[src/sv/rmq_pkg.sv]
`timescale 1ns / 1ps
// ----------------------------------------------------------------------------
// rmq_pkg
// Shared types and constants of the rotation matrix to quaternion converter.
// ----------------------------------------------------------------------------
package rmq_pkg;

	localparam int FRAC_BITS_DEF = 14;

	// Magnitude of an off-diagonal sum or difference of two 16-bit elements.
	localparam int MAG_W = 17;

	// Branch codes reported on branch_used.
	localparam logic [1:0] BR_TRACE = 2'd0;
	localparam logic [1:0] BR_R1C1  = 2'd1;
	localparam logic [1:0] BR_R2C2  = 2'd2;
	localparam logic [1:0] BR_R3C3  = 2'd3;

	// Control that travels with each request down the cell chains.
	typedef struct packed {
		logic       valid;
		logic [1:0] branch;
	} ctl_t;

endpackage

[src/sv/rmq_sqrt_cell.sv]
`timescale 1ns / 1ps
// ----------------------------------------------------------------------------
// rmq_sqrt_cell
// One digit of a restoring integer square root; takes two radicand bits.
// ----------------------------------------------------------------------------
module rmq_sqrt_cell #(
	parameter int QW  = 18,
	parameter int RW2 = 36,
	parameter int SW  = 54
) (
	input  logic                 clk,
	input  logic                 arst_n,
	input  logic                 en,
	input  rmq_pkg::ctl_t        ctl_d,
	input  logic [QW:0]          rem_d,
	input  logic [QW-1:0]        root_d,
	input  logic [RW2-1:0]       rad_d,
	input  logic [SW-1:0]        side_d,
	output rmq_pkg::ctl_t        ctl_q,
	output logic [QW:0]          rem_q,
	output logic [QW-1:0]        root_q,
	output logic [RW2-1:0]       rad_q,
	output logic [SW-1:0]        side_q
);

	logic [QW+2:0] rem_sh;
	logic [QW+2:0] trial;
	logic [QW+2:0] diff;
	logic          ge;

	always_comb begin
		rem_sh = {rem_d, rad_d[RW2-1 -: 2]};
		trial  = {1'b0, root_d, 2'b01};
		ge     = rem_sh >= trial;
		diff   = rem_sh - trial;
	end

	always_ff @(posedge clk or negedge arst_n) begin
		if (!arst_n) begin
			ctl_q <= '0;
		end else if (en) begin
			ctl_q <= ctl_d;
		end
	end

	always_ff @(posedge clk) begin
		if (en) begin
			rem_q  <= ge ? diff[QW:0] : rem_sh[QW:0];
			root_q <= {root_d[QW-2:0], ge};
			rad_q  <= {rad_d[RW2-3:0], 2'b00};
			side_q <= side_d;
		end
	end

endmodule

[config.mk]
export PLATFORM = sky130hd
export DESIGN_NAME = rmq_sqrt_cell
export DESIGN_NICKNAME = d
export VERILOG_FILES = /design/src/sv/rmq_pkg.sv /design/src/sv/rmq_sqrt_cell.sv
export SDC_FILE = /design/constraint.sdc
export NUM_CORES = 1
export LEC_CHECK = 0
export BUFFER_PORTS_ARGS = -buffer_cell sky130_fd_sc_hd__clkbuf_2
export CAP_MARGIN = 30
export CORE_ASPECT_RATIO = 1.75
export CORE_MARGIN = 4
export CORE_UTILIZATION = 40
export CTS_CLUSTER_DIAMETER = 50
export DETAILED_ROUTE_END_ITERATION = 12
export PLACE_DENSITY = 0.78
export RECOVER_POWER = 25
export SYNTH_ARGS = -nofsm -noshare
export SYNTH_HDL_FRONTEND = slang
export SYNTH_SLANG_ARGS = --single-unit
[constraint.sdc]
create_clock -name clk -period 0.9 [get_ports clk]
set_clock_uncertainty 0.15 [all_clocks]
set_input_delay 0 -clock clk [delete_from_list [all_inputs] [get_ports clk]]
set_output_delay 0 -clock clk [all_outputs]
set_load 0.02 [all_outputs]
==> summary.txt, run 1 <==
status -> finished with violations
failing checks -> negative hold slack, negative setup slack
post-synthesis sequential area ratio -> 72.3%
CP max stage cell -> o21ai_0
area delta synth->final -> 89.8%
clock tree buffer depth -> 2
synthesized area per cell -> 16.3 sq um
Fillers -> 704
final core utilization -> 77.6%
Pleak -> 4.42 nW
Min Hold Slack -> -0.237 ns
gpl congestion -> 0.887
Port-buffer cells -> 260
number of DRC markers in iteration 0 -> 421
Design Power -> 19.0 mW
worst r2r src -> ctl_q[2]$_DFFE_PN0P_
# nets final -> 929
period utilisation layout -> 220%
Critical Path Source Type -> primary input
Final Hold Fails -> 16
# DRC -> 0
layout cells sized above 1 -> 54.2%
Via density -> 5.18
fin worst setup slack -> -1.08 ns
final setup violating endpoints -> 151
ANT nets after route -> 0
Clock Tree Root -> clkbuf_16
H-tree levels -> 4
delay-heaviest family, CP -> compound AO/OA/AOI/OAI gates
Ys Warns -> 0
DIE WIDTH -> 95.0 um
RSZ-0062 raised after global routing -> true
DRT Pass-1 Iters -> 5
FF-to-FF setup slack -> -0.10 ns
pwr dens -> 1890 mW/mm^2
hpwl dp -> 12000 um
WL/cell -> 24.4 um
total CTS buffers -> 17
commonest cells after routing, fill and taps aside -> 129 x clkbuf_2, 125 x edfxtp_1, 116 x buf_6
clk sink count -> 128
VDD IR max -> 1.66 mV
commonest non-fill, non-tap cell in the layout -> clkbuf_2
R2R cell count -> 1
Max stage delay on crit path -> 0.39 ns
Rows -> 55
FF+latch count, synth -> 128
Vert. Die Dim -> 160 um
Final min period -> 1.98 ns
final WL -> 23400 um
CTS tree -> yes
DR vias -> 4977
largest net degree at the start of global routing -> 52
WHS Endpoint -> rem_q[11]$_DFFE_PP_
crit path capture type -> register
FF-to-FF End -> ctl_q[2]$_DFFE_PN0P_
Post-Syn Area -> 0.00529 sq mm
worst hold path startpoint -> rem_d[9]
hold crit path type -> primary input to register
sequence of cells on the critical path -> clkbuf_2 > inv_1 > ha_4 > o21ai_0 > o211ai_1 > a221oi_2 > o41ai_2 > xor2_1 > mux2_4
Max FO, Critical Path -> 6
max cap viols -> 0
grt total ovfl -> 0
vias in the first global route -> 5104
Starting Density -> 40.9%
Worst EP required -> 0.90 ns
hold depth -> 2
Worst-path clk slew -> 0.06 ns
Achievable Freq -> 0.504 GHz
Primary FF master, synth -> edfxtp_1
synthesized instance count -> 324
Post-synth ARST share -> 2.34%
first-pass GRT wire length -> 27700 um
core area -> 0.0129 sq mm
Bufs and invs on worst path -> 2
Ports -> 263
Worst-Skew Late Latency -> 0.41 ns
Slew Limit Fails -> 0
hold_buf cts -> 114
total track usage -> 24.7%
synth unique cells -> 49
initial antenna violation count -> 1
Crit Path Class -> primary input to register
number of synthesized flops with an enable pin -> 125
crit path DAT -> 1.98 ns
die area -> 0.0152 sq mm
[where the power goes]
| part | internal [mW] | total, mW | switching [mW] |
|---|---|---|---|
| sequential | 7.21 | 7.54 | 0.328 |
| clock | 3.83 | 6.74 | 2.91 |
| combinational | 2.43 | 4.72 | 2.29 |
| total | 13.5 | 19.0 | 5.52 |
[final cells by class]
class,instances,area (sq um),share of cell area [%]
diodes,2,5.00,0.0498
clock buffers,17,425,4.23
clock inverters,14,133,1.32
inverters,27,109,1.08
multi-input cells,162,1600,15.9
flip-flops and latches,128,3830,38.1
well taps,171,214,2.13
repair buffers,440,3730,37.1
[worst max path at each step]
stage               startpoint                  end  slack (ns)  cells past startpoint
floorplan            root_d[8]  rem_q[13]$_DFFE_PP_       -1.11                     10
global placement     root_d[7]  rem_q[16]$_DFFE_PP_       -1.40                      9
detailed placement   root_d[7]  rem_q[16]$_DFFE_PP_       -1.40                      9
CTS                  root_d[9]  rem_q[17]$_DFFE_PP_       -0.91                     11
global route         root_d[8]  rem_q[16]$_DFFE_PP_       -1.15                      9
finish               root_d[8]  rem_q[16]$_DFFE_PP_       -1.08                      9
[synthesized netlist by cell type (all sizes together), types with 4 or more instances]
cell | number | area (sq um)
a211oi | 4 | 30.0
nand2 | 12 | 45.0
mux2 | 18 | 259
xnor2 | 10 | 87.6
nor3 | 5 | 25.0
inv | 27 | 101
o21ai | 11 | 58.8
xor2 | 4 | 35.0
nor2 | 12 | 45.0
buf | 7 | 58.8
edfxtp | 125 | 3750
a21oi | 15 | 78.8
ha | 20 | 250
nand2b | 4 | 25.0
nand3 | 8 | 50.1
[metrics by stage]
stage,cells,hold WS [ns],worst slack [ns],TNS (ns),instance area (sq um)
2_1_floorplan,325,-0.446,-1.11,-21.57,5380
3_3_place_gp,805,-0.352,-1.40,-28.49,7320
3_5_place_dp,805,-0.348,-1.40,-29.77,7320
4_1_cts,961,-0.230,-0.906,-43.37,9370
5_1_grt,960,-0.248,-1.15,-50.10,10000
6_report,961,-0.237,-1.08,-45.55,10000
[layer usage]
layer | track usage, % | vias up | share of wire [%]
met5 | 0 | - | 0
met4 | 13.4 | 0 | 6.2
met3 | 6.74 | 87 | 7.5
met2 | 46.8 | 303 | 54
met1 | 22.6 | 2446 | 32
li1 | - | 2141 | -
[cell families after synthesis]
family          after synthesis  synth area share, %
flops                       128                 72.3
mux                          21                 5.46
buf+inv                      35                 3.10
simple gates                 53                 5.15
other cells                   1               0.0709
fa+ha+maj                    20                 4.73
compound gates               52                 6.83
xor+xnor                     14                 2.32
[registers in the layout, summed over array words and instances, names as in the netlist]
register	cells
root_q	18
rem_q	19
rad_q	34
side_q	54
ctl_q	3
[what timing repair did]
| item | in CTS | in global routing |
|---|---|---|
| pin swaps | 6 | 10 |
| buffers inserted | 10 | 1 |
| endpoints found under the hold margin | 169 | 55 |
| resized for setup | 47 | 370 |
| setup endpoints to repair | 151 | 151 |
| cloned | 1 | 0 |
(Power assumes the default switching activity.)
==> run 2, diff against run 1 <==
==> constraint.sdc (replaced) <==
create_clock -name clk -period 0.9 [get_ports clk]
set_clock_uncertainty 0.15 [all_clocks]
set_input_delay 0.18 -clock clk [delete_from_list [all_inputs] [get_ports clk]]
set_output_delay 0.18 -clock clk [all_outputs]
set_load 0.02 [all_outputs]
==> summary.txt, run 2 (synthesis results as in run 1) <==
Worst-Skew Late Latency -> 0.41 ns (about the same)
core area -> 0.0129 sq mm (unchanged)
gpl congestion -> 0.887 (about the same)
initial antenna violation count -> 1 (unchanged)
Clock Tree Root -> clkbuf_16
total CTS buffers -> 17 (unchanged)
largest net degree at the start of global routing -> 52 (unchanged)
area delta synth->final -> 87.9%
Critical Path Source Type -> primary input
Via density -> 5.13 (-0.96%)
Achievable Freq -> 0.481 GHz (-4.6%)
Vert. Die Dim -> 160 um (unchanged)
Pleak -> 4.37 nW (-0.98%)
Slew headroom -> 66.3%
Post-Place Setup Slack -> -1.58 ns (-0.180 ns)
Design Power -> 18.8 mW (-1.3%)
fin worst setup slack -> -1.18 ns (-0.0966 ns)
Starting Density -> 40.9% (unchanged)
Min Hold Slack -> -0.134 ns (+0.103 ns)
clk sink count -> 128 (unchanged)
# DRC -> 0 (unchanged)
commonest non-fill, non-tap cell in the layout -> clkbuf_2
max FFs per register -> 54 (unchanged)
commonest cells after routing, fill and taps aside -> 128 x clkbuf_2, 125 x edfxtp_1, 110 x buf_6
WL/cell -> 23.0 um (-5.5%)
DR vias -> 4878 (-2.0%)
crit path capture type -> register
final setup violating endpoints -> 261 (+73%)
H-tree levels -> 4 (unchanged)
DIE WIDTH -> 95.0 um (unchanged)
max cap viols -> 0 (unchanged)
vias in the first global route -> 5073 (-0.61%)
hold crit path type -> primary input to register
Port-buffer cells -> 260 (unchanged)
pwr dens -> 1890 mW/mm^2 (-0.28%)
Final Hold Fails -> 12 (-4)
CTS tree -> yes
Worst-path clk slew -> 0.06 ns (about the same)
layout cells sized above 1 -> 54.6% (+0.37 points)
grt total ovfl -> 0 (unchanged)
first-pass GRT wire length -> 27200 um (-1.8%)
top flop regs -> side_q (54), rad_q (34), rem_q (19)
Tightest Pin Transition -> 0.505 ns
period utilisation layout -> 231% (+11 points)
total track usage -> 24.3% (-0.36 points)
failing checks -> negative hold slack, negative setup slack
number of DRC markers in iteration 0 -> 352 (-16%)
Ports -> 263 (unchanged)
hold_buf cts -> 106 (-7.0%)
status -> finished with violations
Crit Path Class -> primary input to register
RSZ-0062 raised after global routing -> true
Rows -> 55 (unchanged)
# nets final -> 920 (-0.97%)
crit path DAT -> 2.08 ns (+0.10 ns)
Max FO, Critical Path -> 9 (+3)
die area -> 0.0152 sq mm (unchanged)
Fillers -> 679 (-3.6%)
hpwl dp -> 12000 um (unchanged)
DRT Pass-1 Iters -> 6 (+1)
ANT nets after route -> 0 (unchanged)
Final min period -> 2.08 ns (+0.0966 ns)
final WL -> 21900 um (-6.5%)
VDD IR max -> 1.49 mV (-9.9%)
clock tree buffer depth -> 2 (unchanged)
Top reg by flops -> side_q
Worst EP required -> 0.90 ns (about the same)
Slew Limit Fails -> 0 (unchanged)
-- run 2: repair_timing --
action	CTS	global route
pin swaps	6	8
gates cloned	1	0
endpoints found under the hold margin	122	15
resized for setup	47	362
buffers inserted	10	0
setup endpoints to repair	151	152
-- run 2: final cells by class --
class                   count  area [sq um]  area share [%]
inverters                  27           109            1.09
well taps                 171           214            2.15
flip-flops and latches    128          3830            38.5
clock inverters            14           133            1.33
diodes                      1          2.50          0.0252
clock buffers              17           425            4.28
multi-input cells         162          1600            16.1
repair buffers            431          3630            36.5
-- run 2: per-layer routing --
layer  track usage (%)  vias to the layer above  share of wire [%]
met2              47.0                      316                 55
met5                 0                        -                  0
li1                  -                     2119                  -
met1              21.9                     2361                 31
met3              6.27                       82                7.7
met4              12.5                        0                6.2
-- run 2: worst paths after layout --
check	cells past startpoint	slack [ns]	start	endpoint
max in group asynchronous	2	0.47	arst_n	ctl_q[0]$_DFFE_PN0P_
setup / recovery	10	-1.18	root_d[9]	rem_q[6]$_DFFE_PP_
min in group asynchronous	2	-0.05	arst_n	ctl_q[2]$_DFFE_PN0P_
hold / removal	2	-0.13	ctl_d[2]	ctl_q[2]$_DFFE_PN0P_
hold reg to reg	1	0.40	ctl_q[2]$_DFFE_PN0P_	ctl_q[2]$_DFFE_PN0P_
setup reg to reg	1	-0.05	ctl_q[1]$_DFFE_PN0P_	ctl_q[1]$_DFFE_PN0P_
-- run 2: report_power, final --
| part | total, mW | switching [mW] | internal [mW] |
|---|---|---|---|
| Sequential | 7.51 | 0.308 | 7.21 |
| Clock | 6.62 | 2.79 | 3.83 |
| Combinational | 4.62 | 2.23 | 2.39 |
-- run 2: per-stage QoR --
stage	area [sq um]	util, %	TNS (ns)	hold WS (ns)	cells
final	9950	76.9	-78.62	-0.134	951
after CTS	9290	71.8	-70.01	-0.147	953
after global routing	9950	76.9	-87.51	-0.136	951
after detailed placement	7320	56.5	-55.10	-0.168	805
after global placement	7320	56.5	-53.55	-0.172	805
after floorplan	5380	-	-25.17	-0.266	325
-- run 2: worst max-delay path: stages --
cell and delay [ns]:
clkbuf_16 0.13, inv_8 0.04, ha_4 0.21, a21oi_4 0.15, nand2_1 0.10, a221o_1 0.41, o21ai_2 0.20, nand3_4 0.12
buf_12 0.20, mux2_4 0.31
