$ cat src/sv/rmq_pkg.sv
`timescale 1ns / 1ps
// ----------------------------------------------------------------------------
// rmq_pkg
// Shared types and constants of the rotation matrix to quaternion converter.
// ----------------------------------------------------------------------------
package rmq_pkg;

	localparam int FRAC_BITS_DEF = 14;

	// Magnitude of an off-diagonal sum or difference of two 16-bit elements.
	localparam int MAG_W = 17;

	// Branch codes reported on branch_used.
	localparam logic [1:0] BR_TRACE = 2'd0;
	localparam logic [1:0] BR_R1C1  = 2'd1;
	localparam logic [1:0] BR_R2C2  = 2'd2;
	localparam logic [1:0] BR_R3C3  = 2'd3;

	// Control that travels with each request down the cell chains.
	typedef struct packed {
		logic       valid;
		logic [1:0] branch;
	} ctl_t;

endpackage

$ cat src/sv/rmq_div_cell.sv
`timescale 1ns / 1ps
// ----------------------------------------------------------------------------
// rmq_div_cell
// One quotient bit of a restoring division, for three lanes sharing a divisor.
// ----------------------------------------------------------------------------
module rmq_div_cell #(
	parameter int QW = 18,
	parameter int NW = 32,
	parameter int SW = 22
) (
	input  logic                 clk,
	input  logic                 arst_n,
	input  logic                 en,
	input  rmq_pkg::ctl_t        ctl_d,
	input  logic [QW-1:0]        den_d,
	input  logic [QW-1:0]        rem_d [3],
	input  logic [NW-1:0]        num_d [3],
	input  logic [NW-1:0]        quo_d [3],
	input  logic [SW-1:0]        side_d,
	output rmq_pkg::ctl_t        ctl_q,
	output logic [QW-1:0]        den_q,
	output logic [QW-1:0]        rem_q [3],
	output logic [NW-1:0]        num_q [3],
	output logic [NW-1:0]        quo_q [3],
	output logic [SW-1:0]        side_q
);

	logic [QW:0] sh   [3];
	logic [QW:0] diff [3];
	logic        ge   [3];

	always_comb begin
		for (int k = 0; k < 3; k++) begin
			sh[k]   = {rem_d[k], num_d[k][NW-1]};
			ge[k]   = sh[k] >= {1'b0, den_d};
			diff[k] = sh[k] - {1'b0, den_d};
		end
	end

	always_ff @(posedge clk or negedge arst_n) begin
		if (!arst_n) begin
			ctl_q <= '0;
		end else if (en) begin
			ctl_q <= ctl_d;
		end
	end

	always_ff @(posedge clk) begin
		if (en) begin
			for (int k = 0; k < 3; k++) begin
				rem_q[k] <= ge[k] ? diff[k][QW-1:0] : sh[k][QW-1:0];
				num_q[k] <= {num_d[k][NW-2:0], 1'b0};
				quo_q[k] <= {quo_d[k][NW-2:0], ge[k]};
			end
			den_q  <= den_d;
			side_q <= side_d;
		end
	end

endmodule
$ cat config.mk
export PLATFORM = sky130hd
export DESIGN_NAME = rmq_div_cell
export DESIGN_NICKNAME = d
export VERILOG_FILES = /design/src/sv/rmq_pkg.sv /design/src/sv/rmq_div_cell.sv
export SDC_FILE = /design/constraint.sdc
export NUM_CORES = 1
export LEC_CHECK = 0
export ABC_CLOCK_PERIOD_IN_PS = 800
export BUFFER_PORTS_ARGS = -buffer_cell sky130_fd_sc_hd__buf_4
export CAP_MARGIN = 20
export CORE_AREA = 4 4 222 224
export CTS_CLUSTER_SIZE = 12
export DETAILED_ROUTE_END_ITERATION = 10
export DIE_AREA = 0 0 226 228
export GPL_ROUTABILITY_DRIVEN = 1
export PLACE_DENSITY = 0.51
export RECOVER_POWER = 100
export SLEW_MARGIN = 15
export SYNTH_ARGS = -nofsm -noshare
export SYNTH_HDL_FRONTEND = slang
export SYNTH_SLANG_ARGS = --single-unit
$ cat constraint.sdc
create_clock -name clk -period 0.8 [get_ports clk]
set_input_delay 0.12 -clock clk [delete_from_list [all_inputs] [get_ports clk]]
set_output_delay 0.12 -clock clk [all_outputs]
set_load 0.01 [all_outputs]
==> qor.yml, run 1 <==
cp_data_arrival_time_ps: 2280
place_ws_ps: -1847
grt_max_degree: 23
worst-r2r-cell-count: 2
placer_congestion_estimate: 0.8717
design.final.nets: 2292
leakage_nw: 10.79
average_cell_area_after_synthesis_um2: 15.55
critical_path.max_fanout: 3
number_of_flops_mapped_to_enable_cells_by_yosys: 283
timing.final.max_slew_violations: 0
synth.yosys.warnings: 0
fin_setup_tns_ps: -174740
status: "finished with violations"
initialDrtViolationCount: 484
r2r_slack_ps: -80
power_total_w: 0.04706
routed_wl_um: 56590
cts_tree: "yes"
numCtsBuffers: 35
rr_endpoint: "ctl_q[1]"
cap_violations: 0
core_region_area_um2: 47350
synth_top_cell_area_share_pct: 68.55
final_layout_size_suffix_gt1_share_pct: 52.90
post-synth-top-count-cell: "sky130_fd_sc_hd__edfxtp_1"
global_route_congestion_overflow_total: 0
unrepaired_setup_endpoints_after_global_routing: "true"
worstHoldEndpoint: "rem_q[24]"
hold_path_startpoint: "rem_d[23]"
synth_largest_area_cell: "sky130_fd_sc_hd__edfxtp_1"
clkSinkCount: 286
h-tree-depth: 2
drcViolationCount: 0
grt_first_pass_wirelength_um: 78940
initial_core_util_pct: 26.18
dpl_cell_area_um2: 19380
power_density_nw_per_um2: 1852
dpl.hpwl_um: 41430
root_driver: "sky130_fd_sc_hd__clkbuf_16"
ys_ff_latch: 286
die_width_um: 226
r2r_start: "ctl_q[1]"
postSynth.topFlopCell: "sky130_fd_sc_hd__edfxtp_1"
achievable-frequency_mhz: 502.1
multi_input_comb_area_um2: 4218
timing.hold.ws_ps: -12.03
drt_pre_antenna_iters: 4
boundaryPins: 581
ys_async_sr_fraction_pct: 1.049
worstHoldPathType: "in2reg"
synth.area.top_cells: "sky130_fd_sc_hd__edfxtp_1 (69%), sky130_fd_sc_hd__ha_1 (5.5%), sky130_fd_sc_hd__mux2_2 (3.9%)"
failed_checks: "negative hold slack, negative setup slack"
netlist_top_cells_count: "sky130_fd_sc_hd__edfxtp_1 (283), sky130_fd_sc_hd__ha_1 (54), sky130_fd_sc_hd__a21oi_1 (48), sky130_fd_sc_hd__mux2_2 (43), sky130_fd_sc_hd__inv_1 (42)"
critPathRequiredTime_ps: 1090
net-switching-power_w: 0.01229
grt_pass1_vias: 12477
clk_path_buf_depth: 3
intPower_w: 0.03477
flow.area_growth_from_synthesis_pct: 105.0
wire_per_inst_um: 21.87
final-setup-viol-count: 450
synthesized_netlist_cell_count: 797
port_buffers: 574
finalClockSkew_ps: 0
fin_area_um2: 25410
p_sw_share_pct: 26.12
timing.final.hold_violations: 1
finalWorstSetupSlack_ps: -1192
share_comb_of_total_power_pct: 27.4
post-route-min-period_ps: 1992
post_synth_num_cell_types: 75
fillers: 3957
grtUsageTotal_pct: 20.38
floorplan.die_area_um2: 51530
vias: 11667
antenna_found_initial: 8
worstSetupPathType: "in2reg"
critical_path.startpoint: "den_d[0]"
worst_hold_path.num_cells: 3
timing.slew.headroom_pct: 64.65
row_count: 80
ant_nets: 0
ir_drop_mv: 1.994
cts.reportedPaths.clkPinSlew_ps: 60
netlist_area_um2: 12400
worstSetupEndpointType: "flop"
clk_latency_ps: 530
synth.yosys.seq_area_share_pct: 69.16
critPathLaunchType: "primary input"
power.share.sequential_pct: 40.3
clock_power_share_pct: 32.4
die_height_um: 228
worstMarginPinSlew_ps: 530.3
register_cell_area_after_layout_um2: 8573
vias_per_cell: 4.510
layout_worst_path_cycle_share_pct: 248.9
==> worst max path at each step <==
stage                end  depth (start not counted)  slack, ps
2_1_floorplan  rem_q[44]                          9      -1570
3_3_place_gp   rem_q[14]                          9      -1850
3_5_place_dp   rem_q[14]                          9      -1850
4_1_cts        rem_q[43]                         12      -1110
5_1_grt        rem_q[34]                         11      -1240
6_report       rem_q[34]                         11      -1190
==> per-stage QoR <==
| stage | hold slack [ps] | utilization, % | cells |
|---|---|---|---|
| finish | -12.03 | 53.67 | 2587 |
| global route | -37.30 | 53.67 | 2586 |
| CTS | -96.30 | 53.00 | 2573 |
| detailed placement | -73.94 | 40.94 | 2201 |
| global placement | -73.28 | 40.94 | 2201 |
| floorplan | -175.6 | - | 799 |
==> power by group through the flow <==
stage	combinational, W	clock (W)	sequential [W]
2_1_floorplan	0.00284	0	0.0196
3_3_place_gp	0.00968	0	0.0189
3_5_place_dp	0.00976	0	0.0189
4_1_cts	0.0126	0.0157	0.0189
5_1_grt	0.0137	0.0163	0.0191
6_report	0.0129	0.0152	0.0190
==> routing by layer <==
layer / track usage, % / up-vias / wire length [um]
li1: - / 5372 / -
met1: 22.03 / 5728 / 20360
met2: 37.99 / 453 / 30150
met3: 5.168 / 108 / 3695
met4: 7.523 / 6 / 2321
met5: 0 / - / 55
==> cells by family (layout without fill, tap and decap cells) <==
group / Yosys count / after routing / share of synthesized area, %
xor gates and xnor gates: 39 / 39 / 2.755
DFF: 286 / 286 / 69.16
buffers and inverters: 65 / 1232 / 2.473
muxes: 54 / 54 / 5.087
other: 1 / 9 / 0.03025
AOI/OAI and AO/OA: 166 / 166 / 9.336
and+or+nand+nor: 129 / 129 / 5.228
adders and majority gates: 57 / 57 / 5.935
==> repair_timing <==
| item | in CTS | in global routing |
|---|---|---|
| gates resized for setup | 353 | 104 |
| endpoints found under the hold margin | 282 | 3 |
| setup buffers | 32 | 13 |
| pin swaps | 27 | 28 |
| setup endpoints to repair | 343 | 344 |
| gates cloned | 4 | 2 |
| hold buffers | 278 | 1 |
==> final cells by class <==
cell class,count,share of cell area (%)
diodes,6,0.05908
clock inverters,18,0.6007
well taps,615,3.028
multi-input cells,448,16.60
repair buffers,1130,41.65
flip-flops and latches,286,33.74
inverters,42,0.6942
clock buffers,42,3.634
==> critical path: stages <==
cell and delay, ps:
sky130_fd_sc_hd__buf_4 130, sky130_fd_sc_hd__ha_1 220, sky130_fd_sc_hd__inv_1 70, sky130_fd_sc_hd__fa_2 200, sky130_fd_sc_hd__a21o_1 150, sky130_fd_sc_hd__a221oi_2 60, sky130_fd_sc_hd__buf_4 140, sky130_fd_sc_hd__o31ai_1 470
sky130_fd_sc_hd__nor3b_1 320, sky130_fd_sc_hd__nor3_1 100, sky130_fd_sc_hd__mux2_4 280
==> registers in the layout, indices dropped and copies added, names as in the netlist <==
signal  count
side_q     22
ctl_q       3
num_q      93
rem_q      54
quo_q      96
den_q      18
==> layout by cell type (no fill, tap or decap), types with 5 or more instances in the layout <==
master,instances
sky130_fd_sc_hd__mux2_4,48
sky130_fd_sc_hd__nand2_1,34
sky130_fd_sc_hd__o211ai_1,7
sky130_fd_sc_hd__clkbuf_4,206
sky130_fd_sc_hd__buf_6,302
sky130_fd_sc_hd__a31oi_1,5
sky130_fd_sc_hd__buf_12,19
sky130_fd_sc_hd__clkbuf_16,38
sky130_fd_sc_hd__xnor2_1,22
sky130_fd_sc_hd__a21oi_2,9
sky130_fd_sc_hd__clkinv_1,5
sky130_fd_sc_hd__inv_2,14
sky130_fd_sc_hd__edfxtp_1,283
sky130_fd_sc_hd__xor2_1,17
sky130_fd_sc_hd__o21ai_0,22
sky130_fd_sc_hd__a21oi_1,36
sky130_fd_sc_hd__nand3_1,8
sky130_fd_sc_hd__o21a_1,10
sky130_fd_sc_hd__clkbuf_1,19
sky130_fd_sc_hd__dlygate4sd3_1,279
sky130_fd_sc_hd__buf_4,302
sky130_fd_sc_hd__o21bai_1,5
sky130_fd_sc_hd__a21o_1,13
sky130_fd_sc_hd__ha_4,21
sky130_fd_sc_hd__o21ai_1,6
sky130_fd_sc_hd__inv_1,23
sky130_fd_sc_hd__clkinvlp_4,5
sky130_fd_sc_hd__diode_2,6
sky130_fd_sc_hd__nor3_1,9
sky130_fd_sc_hd__nand4_1,11
sky130_fd_sc_hd__ha_1,31
sky130_fd_sc_hd__a21oi_4,6
sky130_fd_sc_hd__clkinv_2,8
sky130_fd_sc_hd__nor2_1,28
(Power assumes the default switching activity.)
==> inputs of run 2 (changes only) <==
--- a/config.mk
+++ b/config.mk
@@ -13,7 +13,7 @@
 export DETAILED_ROUTE_END_ITERATION = 10
 export DIE_AREA = 0 0 226 228
 export GPL_ROUTABILITY_DRIVEN = 1
-export PLACE_DENSITY = 0.51
+export PLACE_DENSITY = 0.47
 export RECOVER_POWER = 100
 export SLEW_MARGIN = 15
 export SYNTH_ARGS = -nofsm -noshare
==> constraint.sdc (replaced) <==
create_clock -name clk -period 0.8 [get_ports clk]
set_input_delay 0.2 -clock clk [delete_from_list [all_inputs] [get_ports clk]]
set_output_delay 0.2 -clock clk [all_outputs]
set_load 0.01 [all_outputs]
==> qor.yml, run 2 (same netlist as run 1, synthesis figures left out) <==
cpMaxStageDelayCell: "sky130_fd_sc_hd__mux2_4"
row_count: 80
numCtsBuffers: 35
final-setup-viol-count: 576
h-tree-depth: 2
grt_max_degree: 24
dpl_cell_area_um2: 19250
placer_congestion_estimate: 0.8653
initialDrtViolationCount: 450
registers_with_the_most_flip_flops: "quo_q x96, num_q x93, rem_q x54"
cts_tree: "yes"
cts.reportedPaths.clkPinSlew_ps: 60
wire_per_inst_um: 20.77
worstHoldPathType: "in2reg"
flow.area_growth_from_synthesis_pct: 102.0
boundaryPins: 581
finish.utilization_pct: 52.88
achievable-frequency_mhz: 492.1
grtUsageTotal_pct: 19.38
timing.final.max_slew_violations: 0
fin_area_um2: 25040
clk_path_buf_depth: 3
core_region_area_um2: 47350
timing.critical_path.cells: "buf_6 > clkinvlp_4 > buf_6 > ha_4 > buf_4 > and3_4 > and3_4 > a21oi_4 > inv_2 > a31oi_4 > buf_12 > buf_12 > mux2_4"
finalClockSkew_ps: 0
clkSinkCount: 286
die_width_um: 226
worstMarginPinSlew_ps: 611.0
design.final.nets: 2235
critPathLaunchType: "primary input"
worst-path-buf-inv: 7
global_route_congestion_overflow_total: 0
critPathMaxStageDelay_ps: 300
drcViolationCount: 0
multi_input_comb_area_um2: 4352
ant_nets: 0
timing.slew.headroom_pct: 59.27
floorplan.die_area_um2: 51530
hold_buffers: 237
dpl.hpwl_um: 40580
cap_violations: 0
routed_wl_um: 52750
die_height_um: 228
status: "finished with violations"
fillers: 3992
register_name_with_the_most_flops: "quo_q"
drt_pre_antenna_iters: 5
leakage_nw: 10.55
register_cell_area_after_layout_um2: 8573
critical_path.max_fanout: 6
layout_worst_path_cycle_share_pct: 254.0
critPathRequiredTime_ps: 1080
layout_common_cells: "sky130_fd_sc_hd__buf_6 (299), sky130_fd_sc_hd__buf_4 (294), sky130_fd_sc_hd__edfxtp_1 (283)"
worstSetupEndpointType: "flop"
clk_latency_ps: 530
layout.cells.most_common: "sky130_fd_sc_hd__buf_6"
post-route-min-period_ps: 2032
largest_register_ffs: 96
grt_first_pass_wirelength_um: 75090
vias_per_cell: 4.394
timing.hold.ws_ps: -5.470
final_layout_size_suffix_gt1_share_pct: 54.89
initial_core_util_pct: 26.18
unrepaired_setup_endpoints_after_global_routing: "true"
cp_data_arrival_time_ps: 2310
worst_path_dominant_cell_family: "buffers and inverters"
port_buffers: 574
grt_pass1_vias: 11982
worstSetupPathType: "in2reg"
timing.final.hold_violations: 7
vias: 11161
power_density_nw_per_um2: 1858
failed_checks: "negative hold slack, negative setup slack"
ir_drop_mv: 1.179
root_driver: "sky130_fd_sc_hd__clkbuf_16"
antenna_found_initial: 11
finalWorstSetupSlack_ps: -1232
-- run 2: changes by cell type in the layout (fill, tap and decap cells not counted), moves of 8 or more --
cell,before,now
sky130_fd_sc_hd__ha_4,21,31
sky130_fd_sc_hd__clkbuf_1,19,9
sky130_fd_sc_hd__buf_4,302,294
sky130_fd_sc_hd__dlygate4sd3_1,279,237
sky130_fd_sc_hd__ha_1,31,20
-- run 2: metal layers --
layer  vias to the layer above  wire length [um]  track usage, %
met5                         -                 0               0
met4                         0              2096           8.231
met3                        85              3640           5.271
met2                       383             28400           36.06
met1                      5413             18620           20.30
li1                       5280                 -               -
-- run 2: report_power, final --
group | internal (W) | switching [W] | total [W]
sequential | 0.0182 | 0.000681 | 0.0189
combinational | 0.00751 | 0.00506 | 0.0126
clock | 0.00880 | 0.00627 | 0.0151
total | 0.0345 | 0.0120 | 0.0465
-- run 2: area by class of cell --
class / instances / share of cell area, %
diodes: 12 / 0.1199
clock buffers: 45 / 3.813
clock inverters: 19 / 0.5347
inverters: 42 / 0.7746
multi-input cells: 448 / 17.38
flip-flops and latches: 286 / 34.24
well taps: 615 / 3.073
repair buffers: 1073 / 40.06
-- run 2: final timing paths --
path                       startpoint   endpoint  slack, ps  cells past startpoint
max in group asynchronous      arst_n   ctl_q[1]         10                      3
min reg2reg                  ctl_q[2]   ctl_q[2]        540                      1
min in group asynchronous      arst_n   ctl_q[0]        620                      3
min                         rem_d[37]  rem_q[38]         -5                      2
max                         den_d[14]  rem_q[38]      -1230                     13
max reg2reg                  ctl_q[0]   ctl_q[0]       -100                      2
-- run 2: repair_timing --
action	CTS	global route
endpoints found under the setup margin	343	344
hold endpoints to repair	273	33
buffers inserted	32	8
gates resized for setup	359	109
cloned	0	1
pin swaps	27	16
-- run 2: stage by stage --
step | setup TNS (ps) | power, W | worst slack, ps | instances
2_1_floorplan | -86920 | 0.02247 | -1653 | 799
3_3_place_gp | -150960 | 0.02856 | -1841 | 2192
3_5_place_dp | -150990 | 0.02859 | -1866 | 2192
4_1_cts | -202470 | 0.04670 | -1166 | 2523
5_1_grt | -237470 | 0.04857 | -1281 | 2536
6_report | -210180 | 0.04653 | -1232 | 2540
